<file path="config.mk">
export PLATFORM = sky130hd
export DESIGN_NAME = utf16le_to_utf8_transcoder_unit
export DESIGN_NICKNAME = d
export VERILOG_FILES = /design/src/sv/u16u8_pkg.sv /design/src/sv/u16u8_front.sv /design/src/sv/u16u8_queue.sv /design/src/sv/u16u8_back.sv /design/src/sv/utf16le_to_utf8_transcoder_unit.sv
export VERILOG_INCLUDE_DIRS = /design/src /design/src/sv
export SDC_FILE = /design/constraint.sdc
export NUM_CORES = 1
export LEC_CHECK = 0
export ABC_AREA = 1
export CAP_MARGIN = 20
export CORE_ASPECT_RATIO = 0.5
export CORE_MARGIN = 1
export CORE_UTILIZATION = 50
export DETAILED_ROUTE_END_ITERATION = 10
export DONT_BUFFER_PORTS = 1
export PLACE_DENSITY = 0.67
export SYNTH_ARGS = -nofsm -noshare
export SYNTH_HDL_FRONTEND = slang
export SYNTH_HIERARCHICAL = 1
export SYNTH_SLANG_ARGS = --single-unit
</file>
<file path="constraint.sdc">
create_clock -name clk -period 16.9 [get_ports clk]
set_input_delay 3.38 -clock clk [delete_from_list [all_inputs] [get_ports clk]]
set_output_delay 3.38 -clock clk [all_outputs]
set_load 0.01 [all_outputs]
</file>
<file path="src/sv/assert_macros.svh">
// Assertion macros shared by the transcoder RTL.
`ifndef ASSERT_MACROS_SVH
`define ASSERT_MACROS_SVH

// Clocked assertion that is switched off while reset is held.
`define ASSERT_CLK(label, clk_sig, rst_sig, prop, msg) \
  label: assert property (@(posedge clk_sig) disable iff (rst_sig) (prop)) \
    else $error(msg);

// Clocked assertion that also holds during reset.
`define ASSERT_ALWAYS(label, clk_sig, prop, msg) \
  label: assert property (@(posedge clk_sig) (prop)) else $error(msg);

`endif

</file>
<file path="src/sv/u16u8_pkg.sv">
// Types and constants shared by the UTF-16 to UTF-8 transcoder.
`timescale 1ns / 1ps
`default_nettype none

package u16u8_pkg;

  // Configuration register indexes.
  localparam int CfgIndexWidth = 2;
  localparam int CfgDataWidth = 7;
  localparam logic [CfgIndexWidth-1:0] RegOutputCapacity = 2'd0;
  localparam logic [CfgIndexWidth-1:0] RegOutputEnable = 2'd1;
  localparam logic [CfgIndexWidth-1:0] RegTrimTrailingZeros = 2'd2;

  localparam int DefaultMaxCapacity = 64;
  localparam int DefaultQueueDepth = 4;
  localparam logic [6:0] CapacityReset = 7'd64;

  typedef struct packed {
    logic [15:0] code_unit;
    logic        unit_present;
    logic        end_of_string;
  } in_word_t;

  typedef struct packed {
    logic [7:0] out_byte;
    logic       byte_valid;
    logic       last;
    logic       error_flag;
    logic [5:0] final_length;
  } out_word_t;

  // One classified item: its encoded bytes and, on an end item, the status.
  typedef struct packed {
    logic [3:0][7:0] bytes;
    logic [2:0]      count;
    logic            end_item;
    logic            error;
    logic [5:0]      length;
  } job_t;

endpackage

`default_nettype wire

</file>
<file path="src/sv/u16u8_front.sv">
// Front end: accepts code units, tracks surrogates and capacity, builds jobs.
`timescale 1ns / 1ps
`default_nettype none

module u16u8_front #(
  parameter int MAX_CAPACITY = u16u8_pkg::DefaultMaxCapacity
) (
  input  wire logic                                 clk,
  input  wire logic                                 rst,
  input  wire logic                                 in_valid,
  output logic                                      in_stall,
  input  wire u16u8_pkg::in_word_t                  in_word,
  input  wire logic                                 cfg_write,
  input  wire logic [u16u8_pkg::CfgIndexWidth-1:0]  cfg_index,
  input  wire logic [u16u8_pkg::CfgDataWidth-1:0]   cfg_data,
  output logic                                      push,
  output u16u8_pkg::job_t                           job,
  input  wire logic                                 queue_full
);
  import u16u8_pkg::*;

  localparam int CapLimit = (MAX_CAPACITY < 64) ? MAX_CAPACITY : 64;

  logic [6:0] output_capacity;
  logic       output_enable;
  logic       trim_trailing_zeros;

  logic [9:0] pending_high, pending_high_next;
  logic       pending_valid, pending_valid_next;
  logic       error_seen, error_seen_next;
  logic       cap_hit, cap_hit_next;
  logic [6:0] bytes_written, bytes_written_next;
  logic [6:0] trimmed_length, trimmed_length_next;

  logic        accept;
  logic        is_high, is_low;
  logic        emit_req;
  logic [20:0] cp;
  logic [2:0]  size;
  logic [2:0]  count;
  logic [7:0]  sum;
  logic [6:0]  cap_eff;
  logic [6:0]  len_sel;
  logic [3:0][7:0] enc;

  always_ff @(posedge clk) begin
    if (rst) begin
      output_capacity <= CapacityReset;
      output_enable <= 1'b1;
      trim_trailing_zeros <= 1'b1;
    end else if (cfg_write) begin
      if (cfg_index == RegOutputCapacity) output_capacity <= cfg_data;
      if (cfg_index == RegOutputEnable) output_enable <= cfg_data[0];
      if (cfg_index == RegTrimTrailingZeros) trim_trailing_zeros <= cfg_data[0];
    end
  end

  assign cap_eff = (output_capacity > 7'(CapLimit)) ? 7'(CapLimit) : output_capacity;
  assign is_high = (in_word.code_unit[15:10] == 6'b110110);
  assign is_low = (in_word.code_unit[15:10] == 6'b110111);
  assign in_stall = queue_full;
  assign accept = in_valid && !queue_full;

  always_comb begin
    pending_high_next = pending_high;
    pending_valid_next = pending_valid;
    error_seen_next = error_seen;
    cap_hit_next = cap_hit;
    bytes_written_next = bytes_written;
    trimmed_length_next = trimmed_length;
    emit_req = 1'b0;
    cp = 21'(in_word.code_unit);
    if (in_word.unit_present && !error_seen) begin
      if (pending_valid) begin
        pending_valid_next = 1'b0;
        pending_high_next = '0;
        if (is_low) begin
          emit_req = 1'b1;
          cp = 21'h10000 + 21'({pending_high, in_word.code_unit[9:0]});
        end else begin
          error_seen_next = 1'b1;
        end
      end else if (is_high) begin
        pending_high_next = in_word.code_unit[9:0];
        pending_valid_next = 1'b1;
      end else if (is_low) begin
        error_seen_next = 1'b1;
      end else begin
        emit_req = 1'b1;
      end
    end

    priority if (cp < 21'h80) size = 3'd1;
    else if (cp < 21'h800) size = 3'd2;
    else if (cp < 21'h10000) size = 3'd3;
    else size = 3'd4;

    sum = {1'b0, bytes_written} + 8'(size);
    count = 3'd0;
    if (emit_req && output_enable && !cap_hit) begin
      if (sum >= {1'b0, cap_eff}) begin
        cap_hit_next = 1'b1;
      end else begin
        count = size;
        bytes_written_next = sum[6:0];
        if (cp != 21'd0) trimmed_length_next = sum[6:0];
      end
    end
  end

  // Bytes are packed lead byte first in slot zero.
  always_comb begin
    enc = '0;
    unique case (size)
      3'd1: enc[0] = cp[7:0];
      3'd2: begin
        enc[0] = 8'hc0 | 8'(cp[10:6]);
        enc[1] = 8'h80 | 8'(cp[5:0]);
      end
      3'd3: begin
        enc[0] = 8'he0 | 8'(cp[15:12]);
        enc[1] = 8'h80 | 8'(cp[11:6]);
        enc[2] = 8'h80 | 8'(cp[5:0]);
      end
      default: begin
        enc[0] = 8'hf0 | 8'(cp[20:18]);
        enc[1] = 8'h80 | 8'(cp[17:12]);
        enc[2] = 8'h80 | 8'(cp[11:6]);
        enc[3] = 8'h80 | 8'(cp[5:0]);
      end
    endcase
  end

  assign len_sel = trim_trailing_zeros ? trimmed_length_next : bytes_written_next;

  always_comb begin
    job.bytes = enc;
    job.count = count;
    job.end_item = in_word.end_of_string;
    // A high surrogate still waiting at the end of the string is unpaired.
    job.error = error_seen_next || pending_valid_next;
    job.length = output_enable ? len_sel[5:0] : 6'd0;
  end

  assign push = accept && ((count != 3'd0) || in_word.end_of_string);

  always_ff @(posedge clk) begin
    if (rst) begin
      pending_high <= '0;
      pending_valid <= 1'b0;
      error_seen <= 1'b0;
      cap_hit <= 1'b0;
      bytes_written <= '0;
      trimmed_length <= '0;
    end else if (accept) begin
      if (in_word.end_of_string) begin
        pending_high <= '0;
        pending_valid <= 1'b0;
        error_seen <= 1'b0;
        cap_hit <= 1'b0;
        bytes_written <= '0;
        trimmed_length <= '0;
      end else begin
        pending_high <= pending_high_next;
        pending_valid <= pending_valid_next;
        error_seen <= error_seen_next;
        cap_hit <= cap_hit_next;
        bytes_written <= bytes_written_next;
        trimmed_length <= trimmed_length_next;
      end
    end
  end

endmodule

`default_nettype wire

</file>
<file path="src/sv/u16u8_queue.sv">
// Short job queue between the front end and the byte serializer.
`timescale 1ns / 1ps
`default_nettype none

`include "assert_macros.svh"

module u16u8_queue #(
  parameter int DEPTH = u16u8_pkg::DefaultQueueDepth
) (
  input  wire logic            clk,
  input  wire logic            rst,
  input  wire logic            push,
  input  wire u16u8_pkg::job_t push_job,
  output logic                 full,
  input  wire logic            pop,
  output u16u8_pkg::job_t      head,
  output logic                 not_empty
);
  import u16u8_pkg::*;

  localparam int PtrWidth = (DEPTH > 1) ? $clog2(DEPTH) : 1;
  localparam int CountWidth = $clog2(DEPTH + 1);

  job_t mem [DEPTH];
  logic [PtrWidth-1:0]   wr_ptr, rd_ptr;
  logic [CountWidth-1:0] fill;

  assign full = (fill == CountWidth'(DEPTH));
  assign not_empty = (fill != '0);
  assign head = mem[rd_ptr];

  always_ff @(posedge clk) begin
    if (push) mem[wr_ptr] <= push_job;
  end

  always_ff @(posedge clk) begin
    if (rst) begin
      wr_ptr <= '0;
      rd_ptr <= '0;
      fill <= '0;
    end else begin
      if (push) wr_ptr <= (wr_ptr == PtrWidth'(DEPTH - 1)) ? '0 : wr_ptr + 1'b1;
      if (pop) rd_ptr <= (rd_ptr == PtrWidth'(DEPTH - 1)) ? '0 : rd_ptr + 1'b1;
      if (push && !pop) fill <= fill + 1'b1;
      else if (pop && !push) fill <= fill - 1'b1;
    end
  end

  `ASSERT_CLK(a_fill_bound, clk, rst, fill <= CountWidth'(DEPTH), "queue fill above depth")
  `ASSERT_CLK(a_no_overflow, clk, rst, push |-> !full, "push into a full queue")
  `ASSERT_CLK(a_no_underflow, clk, rst, pop |-> not_empty, "pop from an empty queue")

endmodule

`default_nettype wire

</file>
<file path="src/sv/u16u8_back.sv">
// Back end: serializes queued jobs into one output word per cycle while out_stall is low.
`timescale 1ns / 1ps
`default_nettype none

`include "assert_macros.svh"

module u16u8_back (
  input  wire logic              clk,
  input  wire logic              rst,
  input  wire u16u8_pkg::job_t   head,
  input  wire logic              not_empty,
  output logic                   pop,
  output logic                   out_valid,
  input  wire logic              out_stall,
  output u16u8_pkg::out_word_t   out_word
);
  import u16u8_pkg::*;

  logic [1:0] idx;
  logic [1:0] last_idx;
  logic       load;
  logic       is_final;

  // A job with no bytes still yields one status-only word.
  assign last_idx = (head.count == 3'd0) ? 2'd0 : 2'(head.count - 3'd1);
  assign is_final = (idx == last_idx);
  assign load = not_empty && (!out_valid || !out_stall);
  assign pop = load && is_final;

  always_ff @(posedge clk) begin
    if (rst) begin
      out_valid <= 1'b0;
      idx <= '0;
    end else begin
      if (load) begin
        out_valid <= 1'b1;
        idx <= is_final ? 2'd0 : idx + 2'd1;
      end else if (!out_stall) begin
        out_valid <= 1'b0;
      end
    end
  end

  always_ff @(posedge clk) begin
    if (load) begin
      out_word.out_byte <= (head.count == 3'd0) ? 8'd0 : head.bytes[idx];
      out_word.byte_valid <= (head.count != 3'd0);
      out_word.last <= is_final;
      out_word.error_flag <= is_final && head.end_item && head.error;
      out_word.final_length <= (is_final && head.end_item) ? head.length : 6'd0;
    end
  end

  `ASSERT_CLK(a_err_on_last, clk, rst, out_valid && out_word.error_flag |-> out_word.last,
    "error flag on a word that is not last")
  `ASSERT_CLK(a_len_on_last, clk, rst,
    out_valid && (out_word.final_length != 6'd0) |-> out_word.last,
    "final length on a word that is not last")
  `ASSERT_CLK(a_job_held, clk, rst, (idx != 2'd0) |-> not_empty,
    "job left the queue before all its bytes were sent")

endmodule

`default_nettype wire

</file>
<file path="src/sv/utf16le_to_utf8_transcoder_unit.sv">
// An accepted code unit's job is written into the job queue, then registered into out_word.
// Throughput: one code unit per cycle while the job queue has room; an item yields one
// output word per byte (1 to 4), and an item with no bytes yields none unless it ends the string.
// Sustained rate is set by the byte-wide output serializer in the back end.
// Reset (rst, synchronous): clears string state and queue, restores register
// defaults (capacity 64, output on, trimming on); no clearing pass is needed.
`timescale 1ns / 1ps
`default_nettype none

module utf16le_to_utf8_transcoder_unit #(
  parameter int MAX_CAPACITY = u16u8_pkg::DefaultMaxCapacity,
  parameter int QUEUE_DEPTH = u16u8_pkg::DefaultQueueDepth
) (
  input  wire logic                                 clk,
  input  wire logic                                 rst,
  input  wire logic                                 in_valid,
  output logic                                      in_stall,
  input  wire u16u8_pkg::in_word_t                  in_word,
  output logic                                      out_valid,
  input  wire logic                                 out_stall,
  output u16u8_pkg::out_word_t                      out_word,
  input  wire logic                                 cfg_write,
  input  wire logic [u16u8_pkg::CfgIndexWidth-1:0]  cfg_index,
  input  wire logic [u16u8_pkg::CfgDataWidth-1:0]   cfg_data
);
  import u16u8_pkg::*;

  logic push, pop, queue_full, not_empty;
  job_t push_job, head;

  u16u8_front #(.MAX_CAPACITY(MAX_CAPACITY)) u_front (
    .clk(clk),
    .rst(rst),
    .in_valid(in_valid),
    .in_stall(in_stall),
    .in_word(in_word),
    .cfg_write(cfg_write),
    .cfg_index(cfg_index),
    .cfg_data(cfg_data),
    .push(push),
    .job(push_job),
    .queue_full(queue_full)
  );

  u16u8_queue #(.DEPTH(QUEUE_DEPTH)) u_queue (
    .clk(clk),
    .rst(rst),
    .push(push),
    .push_job(push_job),
    .full(queue_full),
    .pop(pop),
    .head(head),
    .not_empty(not_empty)
  );

  u16u8_back u_back (
    .clk(clk),
    .rst(rst),
    .head(head),
    .not_empty(not_empty),
    .pop(pop),
    .out_valid(out_valid),
    .out_stall(out_stall),
    .out_word(out_word)
  );

endmodule

`default_nettype wire
</file>
==> key figures, run 1 <==
Final layout
  • # diodes: 0
  • Fraction of layout cells with a size suffix above 1: 0.0658
  • P&R area growth vs syn: 7.80%
  • Layout Nets: 1,100
  • Commonest non-fill, non-tap cells in the layout: edfxtp_1, nor2_1, nand2_1, o21ai_0, inv_1
  • Most common cell after layout, fill and taps aside: edfxtp_1

Setup path
  • WS Path Type: input pin to flop
  • CP most frequent cell: inv_1
  • WP buf/inv: 9
  • Endpoint class of the critical path: flop
  • Req. time, crit path: 17.30 ns
  • Critical Path Source Type: input pin
  • Worst EP arrival: between 9 and 10 ns
  • Peak per-stage delay on the critical path: 0.75 ns
  • Crit-path slowest cell: o21ai_0
  • Top delay family on crit path: simple AND/OR/NAND/NOR gates
  • Worst Path Max Fanout: 16

Synth
  • #FFs+latches synth: about 240
  • Avg Cell Area, Syn: 10.1 sq um
  • Synthesis Warnings: 6
  • Mapped Area: between 10,000 and 15,000 sq um
  • Post-synth cell types: 46
  • Cells after Synth: 1,061
  • Top_reg_cell synth: edfxtp_1
  • EDFF count, synth: 189
  • Synth async-reset ratio: 0
  • Sequential cell area fraction in the yosys report: 0.618

Route
  • DR pass1 iterations: 5
  • DRT Wirelength: 24,000 um
  • Initial DRC count: 593
  • WL/cell: approximately 18 um
  • DRC violations left: 0
  • Vias: between 7,000 and 8,000
  • Number of nets with antenna violations after routing: 0
  • Drt via density: 5.61

CTS
  • CTS clock-pin slew for the worst setup and hold paths: 0.06 ns
  • TritonCTS clock tree: yes
  • Setup Buffers After CTS: 0
  • CTS Buf Count: 22
  • Post-CTS Resized: 0
  • CTS root buffer: clkbuf_16
  • Clock sink count: roughly 240
  • Worst-Skew Late Latency: 0.52 ns
  • H-tree depth: 1
  • Hold_buf cts: 0
  • Deepest clock path buffer count: 3

Place
  • PortBufs: 0
  • Final RePlAce weighted congestion: about 0.92
  • HPWL Detailed: 15,200 um

STA
  • Setup violations, final: 0
  • Final period util: 0.519
  • RSZ-0062 raised after global routing: no
  • Sum Neg Setup Slack: 0 ns
  • Final Hold Vio Count: 0
  • Slew Limit Headroom: 0.359
  • Fmax: 114 MHz
  • Max-slew violations: 0
  • Slew @ Worst Pin: between 0.9 and 1 ns
  • Tmin final: 8.77 ns
  • Skew final: around 0.019 ns

GRT
  • GRT Util Overall: 0.221
  • Global route overflow: 0
  • Largest net degree at the start of global routing: 87
  • Initial antenna violation count: 0
  • First-pass GRT wire length: 38,000 um
  • Vias in the first global route: 7,109

Job
  • Maxcap violations: 0

Pwr
  • Leak Pwr: 4.37 nW
  • Cell area power density: 148 nW/um^2
  • Total chip power: 1.71 mW
  • Worst VDD drop: around 0.075 mV

Floorplan
  • Placeable core area: approximately 21,000 sq um
  • FP Rows: 37
  • Die Wd: 209 um
  • Die area: 22,000 sq um
  • Initial core utilization: 0.515
  • Die Span Y: 105 um
  • Ports: approximately 50

Min path
  • Min-delay worst type: flop to flop

Status
  • Outcome: complete, no violations
[state kept, by name, summed over array words and instances (netlist names), 2 cells and up, named ones only]
name,count
u_front/bytes_written,7
u_front/trimmed_length,6
u_queue/fill,3
u_front/output_capacity,7
u_back/idx,2
u_back/out_word,17
u_queue/rd_ptr,2
u_queue/mem,172
u_front/pending_high,10
u_queue/wr_ptr,2
[Yosys cell counts, types with 12 or more instances]
master | n | area (sq um)
nand3_1 | 48 | 240
clkbuf_1 | 17 | 63.8
buf_4 | 12 | 90.1
inv_1 | 99 | 372
o21ai_0 | 114 | 571
edfxtp_1 | 189 | 5680
o22ai_1 | 49 | 307
ha_1 | 17 | 213
a21oi_1 | 43 | 215
dfxtp_1 | 47 | 941
nor2_1 | 167 | 627
nand2_1 | 143 | 537
[layer usage]
| layer | vias up | share of wire | GRT usage |
|---|---|---|---|
| met5 | - | 0 | 0 |
| met4 | 0 | 0.020 | 0.0599 |
| met3 | 38 | 0.067 | 0.0396 |
| met1 | 3584 | 0.46 | 0.315 |
| met2 | 238 | 0.46 | 0.350 |
| li1 | 3639 | - | - |
[stage by stage]
stage / std cells / utilization / instance area, sq um / hold WS (ns) / worst slack, ns
after CTS: 1337 / 0.555 / 11500 / 0.461 / 8.21
after detailed placement: 1298 / 0.521 / 10800 / 0.451 / 7.72
final: 1337 / 0.555 / 11500 / 0.462 / 8.13
after global placement: 1298 / 0.521 / 10800 / 0.447 / 7.92
after global routing: 1337 / 0.555 / 11500 / 0.483 / 7.54
after floorplan: 1063 / - / 10700 / 0.432 / 8.53
[report_power, final]
part / total, mW / internal, mW / leakage [nW] / switching, mW
Clock: 0.492 / 0.284 / 0.343 / 0.207
Sequential: 0.773 / 0.727 / 2.11 / 0.0460
Combinational: 0.449 / 0.130 / 1.92 / 0.319
[final cells by class]
type | instances | area (sq um)
Inverter | 110 | 413
Clock inverter | 15 | 154
Timing Repair Buffer | 9 | 67.6
Clock buffer | 24 | 558
Sequential cell | 236 | 6620
Tap cell | 273 | 342
Multi-Input combinational cell | 670 | 3390
Fill cell | 1798 | 9240
[path summary, 6_finish.rpt]
check | from | to | slack, ns | cells past startpoint
worst max register to register | u_front/pending_high[6] | u_queue/fill[2] | 10.59 | 30
worst min register to register | u_front/trimmed_length[2] | u_front/trimmed_length[2] | 0.46 | 2
worst max-delay path | in_word[1] | u_queue/fill[2] | 8.13 | 32
worst min-delay path | u_front/trimmed_length[2] | u_front/trimmed_length[2] | 0.46 | 2
[logic make-up (layout without fill, tap and decap cells)]
kind of cell,after synthesis,count (layout),share of synthesized area
DFF,236,236,0.618
AOI/OAI and AO/OA,243,243,0.126
buffers and inverters,157,158,0.0660
xor gates and xnor gates,8,8,0.00654
and+or+nand+nor,397,397,0.159
adders and majority gates,19,19,0.0236
other,1,3,0.000350
[worst reg2reg max path: cells and delay by family (launching register included)]
kind                       cells  cell delay, ns
adders and majority gates      6            1.79
and+or+nand+nor               10            1.52
AOI/OAI and AO/OA              4            1.41
buffers and inverters          8            0.76
DFF                            1            0.37
xor gates and xnor gates       2            0.37
No activity file was read; power rests on OpenSTA's default activity.
==> run 2: changes to the inputs <==
--- a/config.mk
+++ b/config.mk
@@ -13,7 +13,7 @@
 export CORE_UTILIZATION = 50
 export DETAILED_ROUTE_END_ITERATION = 10
 export DONT_BUFFER_PORTS = 1
-export PLACE_DENSITY = 0.67
+export PLACE_DENSITY = 0.7
 export SYNTH_ARGS = -nofsm -noshare
 export SYNTH_HDL_FRONTEND = slang
 export SYNTH_HIERARCHICAL = 1
==> constraint.sdc (replaced) <==
create_clock -name clk -period 7.17 [get_ports clk]
set_input_delay 1.434 -clock clk [delete_from_list [all_inputs] [get_ports clk]]
set_output_delay 1.434 -clock clk [all_outputs]
set_load 0.01 [all_outputs]
==> key figures, run 2 (synthesis results as in run 1) <==
Final layout
  • Most common cell after layout, fill and taps aside: edfxtp_1 (unchanged)
  • Number of flip-flops in the largest register: 172 (unchanged)
  • Util after Layout: 0.559 (was 0.555)
  • Filler instances: 1,703 (was 1,798)
  • Register with the highest flop count: u_queue/mem (unchanged)
  • # diodes: 0 (unchanged)
  • P&R area growth vs syn: 8.47% (was 7.80%)
  • Commonest non-fill, non-tap cells in the layout: edfxtp_1, nor2_1, nand2_1, o21ai_0, inv_1 (unchanged)
  • Biggest registers after layout: u_queue/mem x172, u_back/out_word x17, u_front/pending_high x10 (unchanged)
  • Fraction of layout cells with a size suffix above 1: 0.0730 (was 0.0658)
  • Layout Nets: 1,104 (was 1,100)

STA
  • Hold_ws: 0.459 ns (was 0.462 ns)
  • Sum Neg Setup Slack: 0 ns (unchanged)
  • Final Hold Vio Count: 0 (unchanged)
  • Skew final: 0.0214 ns (was 0.0186 ns)
  • Fmax: 166 MHz
  • Max-slew violations: 0 (unchanged)
  • Setup violations, final: 0 (unchanged)
  • RSZ-0062 raised after global routing: no (unchanged)
  • Tmin final: between 6 and 7 ns
  • Slew Limit Headroom: 0.341 (was 0.359)
  • Final period util: 0.841
  • Slew @ Worst Pin: 0.986 ns (was 0.958 ns)

GRT
  • Met1 Usage GRT: 0.318 (was 0.315)
  • Met2 Usage GRT: 0.362 (was 0.350)
  • Largest net degree at the start of global routing: 69 (was 87)
  • First-pass GRT wire length: 38,200 um (was 38,000 um)
  • Global-route met3 utilization: 0.0372 (was 0.0396)
  • GRT Util Overall: 0.223 (was 0.221)
  • Global route overflow: 0 (unchanged)
  • Busiest layer in global routing: met2 (unchanged)
  • Vias in the first global route: 7,074 (was 7,109)
  • Initial antenna violation count: 0 (unchanged)

Job
  • Maxcap violations: 0 (unchanged)

Route
  • WL/cell: 18.1 um (was 17.9 um)
  • Number of nets with antenna violations after routing: 0 (unchanged)
  • DRC violations left: 0 (unchanged)
  • DR pass1 iterations: 9 (was 5)
  • DRT Wirelength: 24,300 um (was 24,000 um)
  • Drt via density: 5.62 (was 5.61)
  • Initial DRC count: 704 (was 593)
  • Vias: 7,542 (was 7,499)

Setup path
  • Worst EP arrival: 6.43 ns (was 9.17 ns)
  • Register-to-register setup slack: 1.52 ns (was 10.59 ns)
  • Worst reg2reg endpoint: u_queue/fill[2] (unchanged)
  • Worst R2R Start: u_front/pending_high[6] (unchanged)
  • Peak per-stage delay on the critical path: 0.39 ns (was 0.75 ns)
  • Endpoint class of the critical path: flop (unchanged)
  • WS Path Type: input pin to flop (unchanged)
  • WP buf/inv: 10 (was 9)
  • CP most frequent cell: inv_1 (unchanged)
  • Critical Path Source Type: input pin (unchanged)
  • Worst reg-to-reg path cell count: 33 (was 30)
  • Req. time, crit path: 7.58 ns (was 17.30 ns)
  • Top delay family on crit path: simple AND/OR/NAND/NOR gates (unchanged)
  • Crit-path slowest cell: fa_1 (was o21ai_0)
  • Worst Path Max Fanout: 11 (was 16)

Floorplan
  • Initial core utilization: 0.515 (unchanged)
  • Ports: 51 (unchanged)
  • FP Rows: 37 (unchanged)
  • Die Wd: 209 um (unchanged)
  • Placeable core area: 20,800 sq um (unchanged)
  • Die Span Y: 105 um (unchanged)
  • Die area: 22,000 sq um (unchanged)

CTS
  • Clock sink count: 236 (unchanged)
  • Deepest clock path buffer count: 3 (unchanged)
  • CTS clock-pin slew for the worst setup and hold paths: 0.07 ns (was 0.06 ns)
  • TritonCTS clock tree: yes (unchanged)
  • Setup Buffers After CTS: 0 (unchanged)
  • CTS Buf Count: 22 (unchanged)
  • H-tree depth: 1 (unchanged)
  • CTS root buffer: clkbuf_16 (unchanged)
  • Worst-Skew Late Latency: 0.52 ns (about the same)
  • Post-CTS Resized: 0 (unchanged)
  • Hold_buf cts: 0 (unchanged)

Place
  • HPWL Detailed: 15,300 um (was 15,200 um)
  • PortBufs: 0 (unchanged)
  • Final RePlAce weighted congestion: 0.886 (was 0.919)

Min path
  • Min-delay worst type: flop to flop (unchanged)
  • Hold Path Sink: u_front/trimmed_length[4] (was u_front/trimmed_length[2])
  • Hold_sp: u_front/trimmed_length[4] (was u_front/trimmed_length[2])
  • Hold Path Stages: 2 (unchanged)

Pwr
  • Worst VDD drop: 0.191 mV (was 0.0745 mV)
  • Leak Pwr: 4.39 nW (was 4.37 nW)
  • Cell area power density: 347 nW/um^2 (was 148 nW/um^2)

Status
  • Outcome: complete, no violations (unchanged)
run 2: changes by cell type in the layout (fill, tap and decap cells not counted), sizes merged:
| cell | before | now |
|---|---|---|
| buf | 9 | 13 |
| bufinv | 3 | 1 |
| clkbuf | 24 | 31 |
| clkinv | 14 | 9 |
| inv | 107 | 108 |
run 2: worst max path at each step:
| stage | startpoint | depth (start not counted) | end | slack (ns) |
|---|---|---|---|---|
| 2_1_floorplan | in_word[15] | 29 | u_queue/mem[0][0] | 0.75 |
| 3_3_place_gp | in_word[15] | 36 | u_queue/fill[2] | 0.82 |
| 3_5_place_dp | in_word[15] | 36 | u_queue/fill[2] | 0.67 |
| 4_1_cts | in_word[1] | 35 | u_queue/fill[2] | 1.16 |
| 5_1_grt | in_word[15] | 38 | u_queue/fill[2] | 0.69 |
| 6_report | in_word[1] | 35 | u_queue/fill[2] | 1.14 |
run 2: area by class of cell:
cell class                 count  area, sq um  share of cell area
clock buffer                  31          604              0.0520
clock inverter                 9         98.8             0.00851
tap                          273          342              0.0294
inverter                     110          413              0.0355
timing repair buffer          13          148              0.0127
multi-input combinational    670         3390               0.292
sequential                   236         6620               0.570
run 2: per-layer routing:
layer / vias to the layer above / share of wire
li1: 3648 / -
met1: 3608 / 0.45
met2: 257 / 0.46
met3: 29 / 0.075
met4: 0 / 0.013
met5: - / 0
run 2: worst register-to-register path: cells and delay by family, from the launching register on:
family | cells | cell delay (ns)
adder cells (fa/ha/maj) | 6 | 1.74
AND/OR/NAND/NOR | 12 | 1.27
AO/OA/AOI/OAI | 4 | 0.99
buffers and inverters | 10 | 0.91
flip-flops | 1 | 0.43
XOR/XNOR | 1 | 0.21
run 2: report_power, final:
group / internal (mW) / total (mW) / switching [mW] / leakage (nW)
sequential: 1.71 / 1.83 / 0.118 / 2.11
combinational: 0.316 / 1.07 / 0.750 / 1.95
clock: 0.634 / 1.14 / 0.502 / 0.342
total: 2.66 / 4.03 / 1.37 / 4.39
run 2: through the flow:
| step | cell area, sq um | instances | setup WS (ns) | power, mW |
|---|---|---|---|---|
| floorplan | 10700 | 1063 | 0.748 | 2.64 |
| global placement | 10900 | 1302 | 0.817 | 2.88 |
| detailed placement | 10900 | 1302 | 0.667 | 2.92 |
| CTS | 11600 | 1342 | 1.16 | 4.06 |
| global route | 11600 | 1342 | 0.694 | 4.25 |
| finish | 11600 | 1342 | 1.14 | 4.03 |
==> run 3: changes to the inputs <==
--- a/config.mk
+++ b/config.mk
@@ -13,7 +13,7 @@
 export CORE_UTILIZATION = 50
 export DETAILED_ROUTE_END_ITERATION = 10
 export DONT_BUFFER_PORTS = 1
-export PLACE_DENSITY = 0.7
+export PLACE_DENSITY = 0.67
 export SYNTH_ARGS = -nofsm -noshare
 export SYNTH_HDL_FRONTEND = slang
 export SYNTH_HIERARCHICAL = 1
==> constraint.sdc (replaced) <==
create_clock -name clk -period 5.98 [get_ports clk]
set_input_delay 1.196 -clock clk [delete_from_list [all_inputs] [get_ports clk]]
set_output_delay 1.196 -clock clk [all_outputs]
set_load 0.01 [all_outputs]
==> key figures, run 3 (synthesis results as in run 1) <==
Status
  • Outcome: complete, no violations (unchanged)

CTS
  • TritonCTS clock tree: yes (unchanged)
  • CTS Buf Count: 21 (was 22)
  • Deepest clock path buffer count: 3 (unchanged)
  • CTS root buffer: clkbuf_16 (unchanged)
  • H-tree depth: 1 (unchanged)
  • Worst-Skew Late Latency: 0.50 ns (was 0.52 ns)
  • CTS clock-pin slew for the worst setup and hold paths: 0.06 ns (was 0.07 ns)
  • Clock sink count: 236 (unchanged)
  • Setup Buffers After CTS: 0 (unchanged)

Place
  • Post-placement cell count: 1,312 (was 1,302)
  • HPWL Detailed: 15,800 um (was 15,300 um)
  • Final RePlAce weighted congestion: 1.01 (was 0.886)
  • PortBufs: 0 (unchanged)

Floorplan
  • Initial core utilization: 0.515 (unchanged)
  • Die Span Y: 105 um (unchanged)
  • Die Wd: 209 um (unchanged)
  • Placeable core area: 20,800 sq um (unchanged)
  • Ports: 51 (unchanged)
  • Die area: 22,000 sq um (unchanged)
  • FP Rows: 37 (unchanged)

Min path
  • Hold Path Sink: u_front/trimmed_length[4] (unchanged)
  • Hold Path Stages: 2 (unchanged)
  • Hold_sp: u_front/trimmed_length[4] (unchanged)
  • Min-delay worst type: flop to flop (unchanged)

Pwr
  • Worst VDD drop: 0.219 mV (was 0.191 mV)
  • Sw frac: 0.331 (was 0.340)
  • Cell area power density: 416 nW/um^2 (was 347 nW/um^2)
  • Gate power share: 0.270 (was 0.264)
  • Sequential share of power: 0.445 (was 0.454)
  • Int Power: 3.26 mW (was 2.66 mW)
  • Clock power share: 0.286 (was 0.282)
  • Total chip power: 4.87 mW (was 4.03 mW)
  • Leak Pwr: 4.41 nW (was 4.39 nW)
  • P_sw: 1.61 mW (was 1.37 mW)

Final layout
  • Filler instances: 1,767 (was 1,703)
  • Register with the highest flop count: u_queue/mem (unchanged)
  • P&R area growth vs syn: 9.49% (was 8.47%)
  • Most common cell after layout, fill and taps aside: edfxtp_1 (unchanged)
  • Biggest registers after layout: u_queue/mem x172, u_back/out_word x17, u_front/pending_high x10 (unchanged)
  • Fraction of layout cells with a size suffix above 1: 0.0836 (was 0.0730)
  • Number of flip-flops in the largest register: 172 (unchanged)
  • Finished Layout Cells: 1,350 (was 1,342)
  • # diodes: 0 (unchanged)
  • Layout Nets: 1,113 (was 1,104)
  • Commonest non-fill, non-tap cells in the layout: edfxtp_1, nor2_1, nand2_1, o21ai_0, inv_1 (unchanged)

STA
  • Final period util: 0.915
  • Slew @ Worst Pin: 0.909 ns (was 0.986 ns)
  • Max-slew violations: 0 (unchanged)
  • Final Hold Vio Count: 0 (unchanged)
  • Fmax: 183 MHz
  • Setup violations, final: 0 (unchanged)
  • Skew final: 0.0136 ns (was 0.0214 ns)
  • Tmin final: 5.47 ns
  • RSZ-0062 raised after global routing: no (unchanged)
  • Slew Limit Headroom: 0.392 (was 0.341)

Route
  • Number of nets with antenna violations after routing: 0 (unchanged)
  • DRC violations left: 0 (unchanged)
  • Vias: 7,580 (was 7,542)
  • DRT Wirelength: 24,100 um (was 24,300 um)
  • Drt via density: 5.61 (was 5.62)
  • WL/cell: 17.8 um (was 18.1 um)
  • DR pass1 iterations: 7 (was 9)
  • Initial DRC count: 888 (was 704)

GRT
  • Global route overflow: 0 (unchanged)
  • First-pass GRT wire length: 38,500 um (was 38,200 um)
  • Initial antenna violation count: 0 (unchanged)
  • GRT Util Overall: 0.223 (about the same)
  • Largest net degree at the start of global routing: 87 (was 69)
  • Vias in the first global route: 7,348 (was 7,074)

Setup path
  • Register-to-register setup slack: 0.64 ns (was 1.52 ns)
  • Worst Path Max Fanout: 9 (was 11)
  • Worst EP arrival: 5.90 ns (was 6.43 ns)
  • Peak per-stage delay on the critical path: 0.43 ns (was 0.39 ns)
  • Critical Path Source Type: input pin (unchanged)
  • Crit-path slowest cell: fa_1 (unchanged)
  • WS Path Type: input pin to flop (unchanged)
  • Worst reg2reg endpoint: u_queue/fill[2] (unchanged)
  • CP most frequent cell: inv_1 (unchanged)
  • Req. time, crit path: 6.41 ns (was 7.58 ns)
  • Worst reg-to-reg path cell count: 30 (was 33)
  • Endpoint class of the critical path: flop (unchanged)
  • Worst R2R Start: u_front/pending_high[6] (unchanged)

Job
  • Maxcap violations: 0 (unchanged)
run 3: changes by cell type in the layout (fill, tap and decap cells not counted), moves of 2 or more:
cell,previous run,this run
buf_4,9,18
clkinvlp_4,1,5
inv_1,99,95
bufinv_16,1,3
clkinv_2,4,2
clkinv_8,2,0
run 3: worst max path at each step:
stage | from | to | slack (ns) | cells after the start
final | in_word[15] | u_queue/fill[2] | 0.51 | 33
after global routing | in_word[15] | u_queue/fill[2] | 0.07 | 33
after CTS | in_word[15] | u_queue/fill[2] | 0.42 | 35
after detailed placement | in_word[15] | u_queue/fill[2] | -0.07 | 35
after global placement | in_word[15] | u_queue/fill[2] | 0.05 | 34
after floorplan | in_word[15] | u_queue/fill[2] | 0.1 | 36
run 3: cell type report:
| class | instances | area (sq um) | share of cell area |
|---|---|---|---|
| repair buffers | 23 | 235 | 0.0201 |
| flip-flops and latches | 236 | 6620 | 0.564 |
| well taps | 273 | 342 | 0.0291 |
| clock inverters | 7 | 116 | 0.00992 |
| multi-input cells | 670 | 3390 | 0.289 |
| inverters | 110 | 428 | 0.0365 |
| clock buffers | 31 | 593 | 0.0506 |
run 3: metal layers:
metal,global-route usage,wire [um],vias to the layer above
li1,-,-,3665
met1,0.314,10900,3604
met2,0.356,10800,267
met3,0.0435,1800,44
met4,0.0604,577,0
met5,0,0,-
run 3: timing repair:
action	4_1_cts	5_1_grt
setup endpoints to repair	0	1
hold buffers	0	0
resized for setup	0	1
run 3: per-stage QoR:
stage                     hold WS [ns]  area (sq um)   util  setup TNS, ns  setup WS [ns]
after global routing             0.475         11700  0.564              0         0.0738
after detailed placement         0.451         11000  0.530        -0.0796        -0.0736
after floorplan                  0.432         10700      -              0         0.0986
after global placement           0.447         11000  0.530              0         0.0458
final                            0.461         11700  0.564              0          0.510
after CTS                        0.460         11700  0.564              0          0.422
run 3: worst max-delay path: cells and delay by family:
kind	cells	cell delay, ns
AO/OA/AOI/OAI	4	0.82
XOR/XNOR	1	0.20
adder cells (fa/ha/maj)	4	1.36
buffers and inverters	8	0.58
AND/OR/NAND/NOR	16	1.71
run 3: power by group through the flow:
stage          Combinational (mW)  Sequential [mW]  Clock [mW]
5_1_grt                      1.49             2.19        1.47
3_3_place_gp                 1.28             2.20           0
3_5_place_dp                 1.31             2.20           0
6_report                     1.31             2.17        1.39
2_1_floorplan               0.984             2.18           0
4_1_cts                      1.32             2.17        1.42
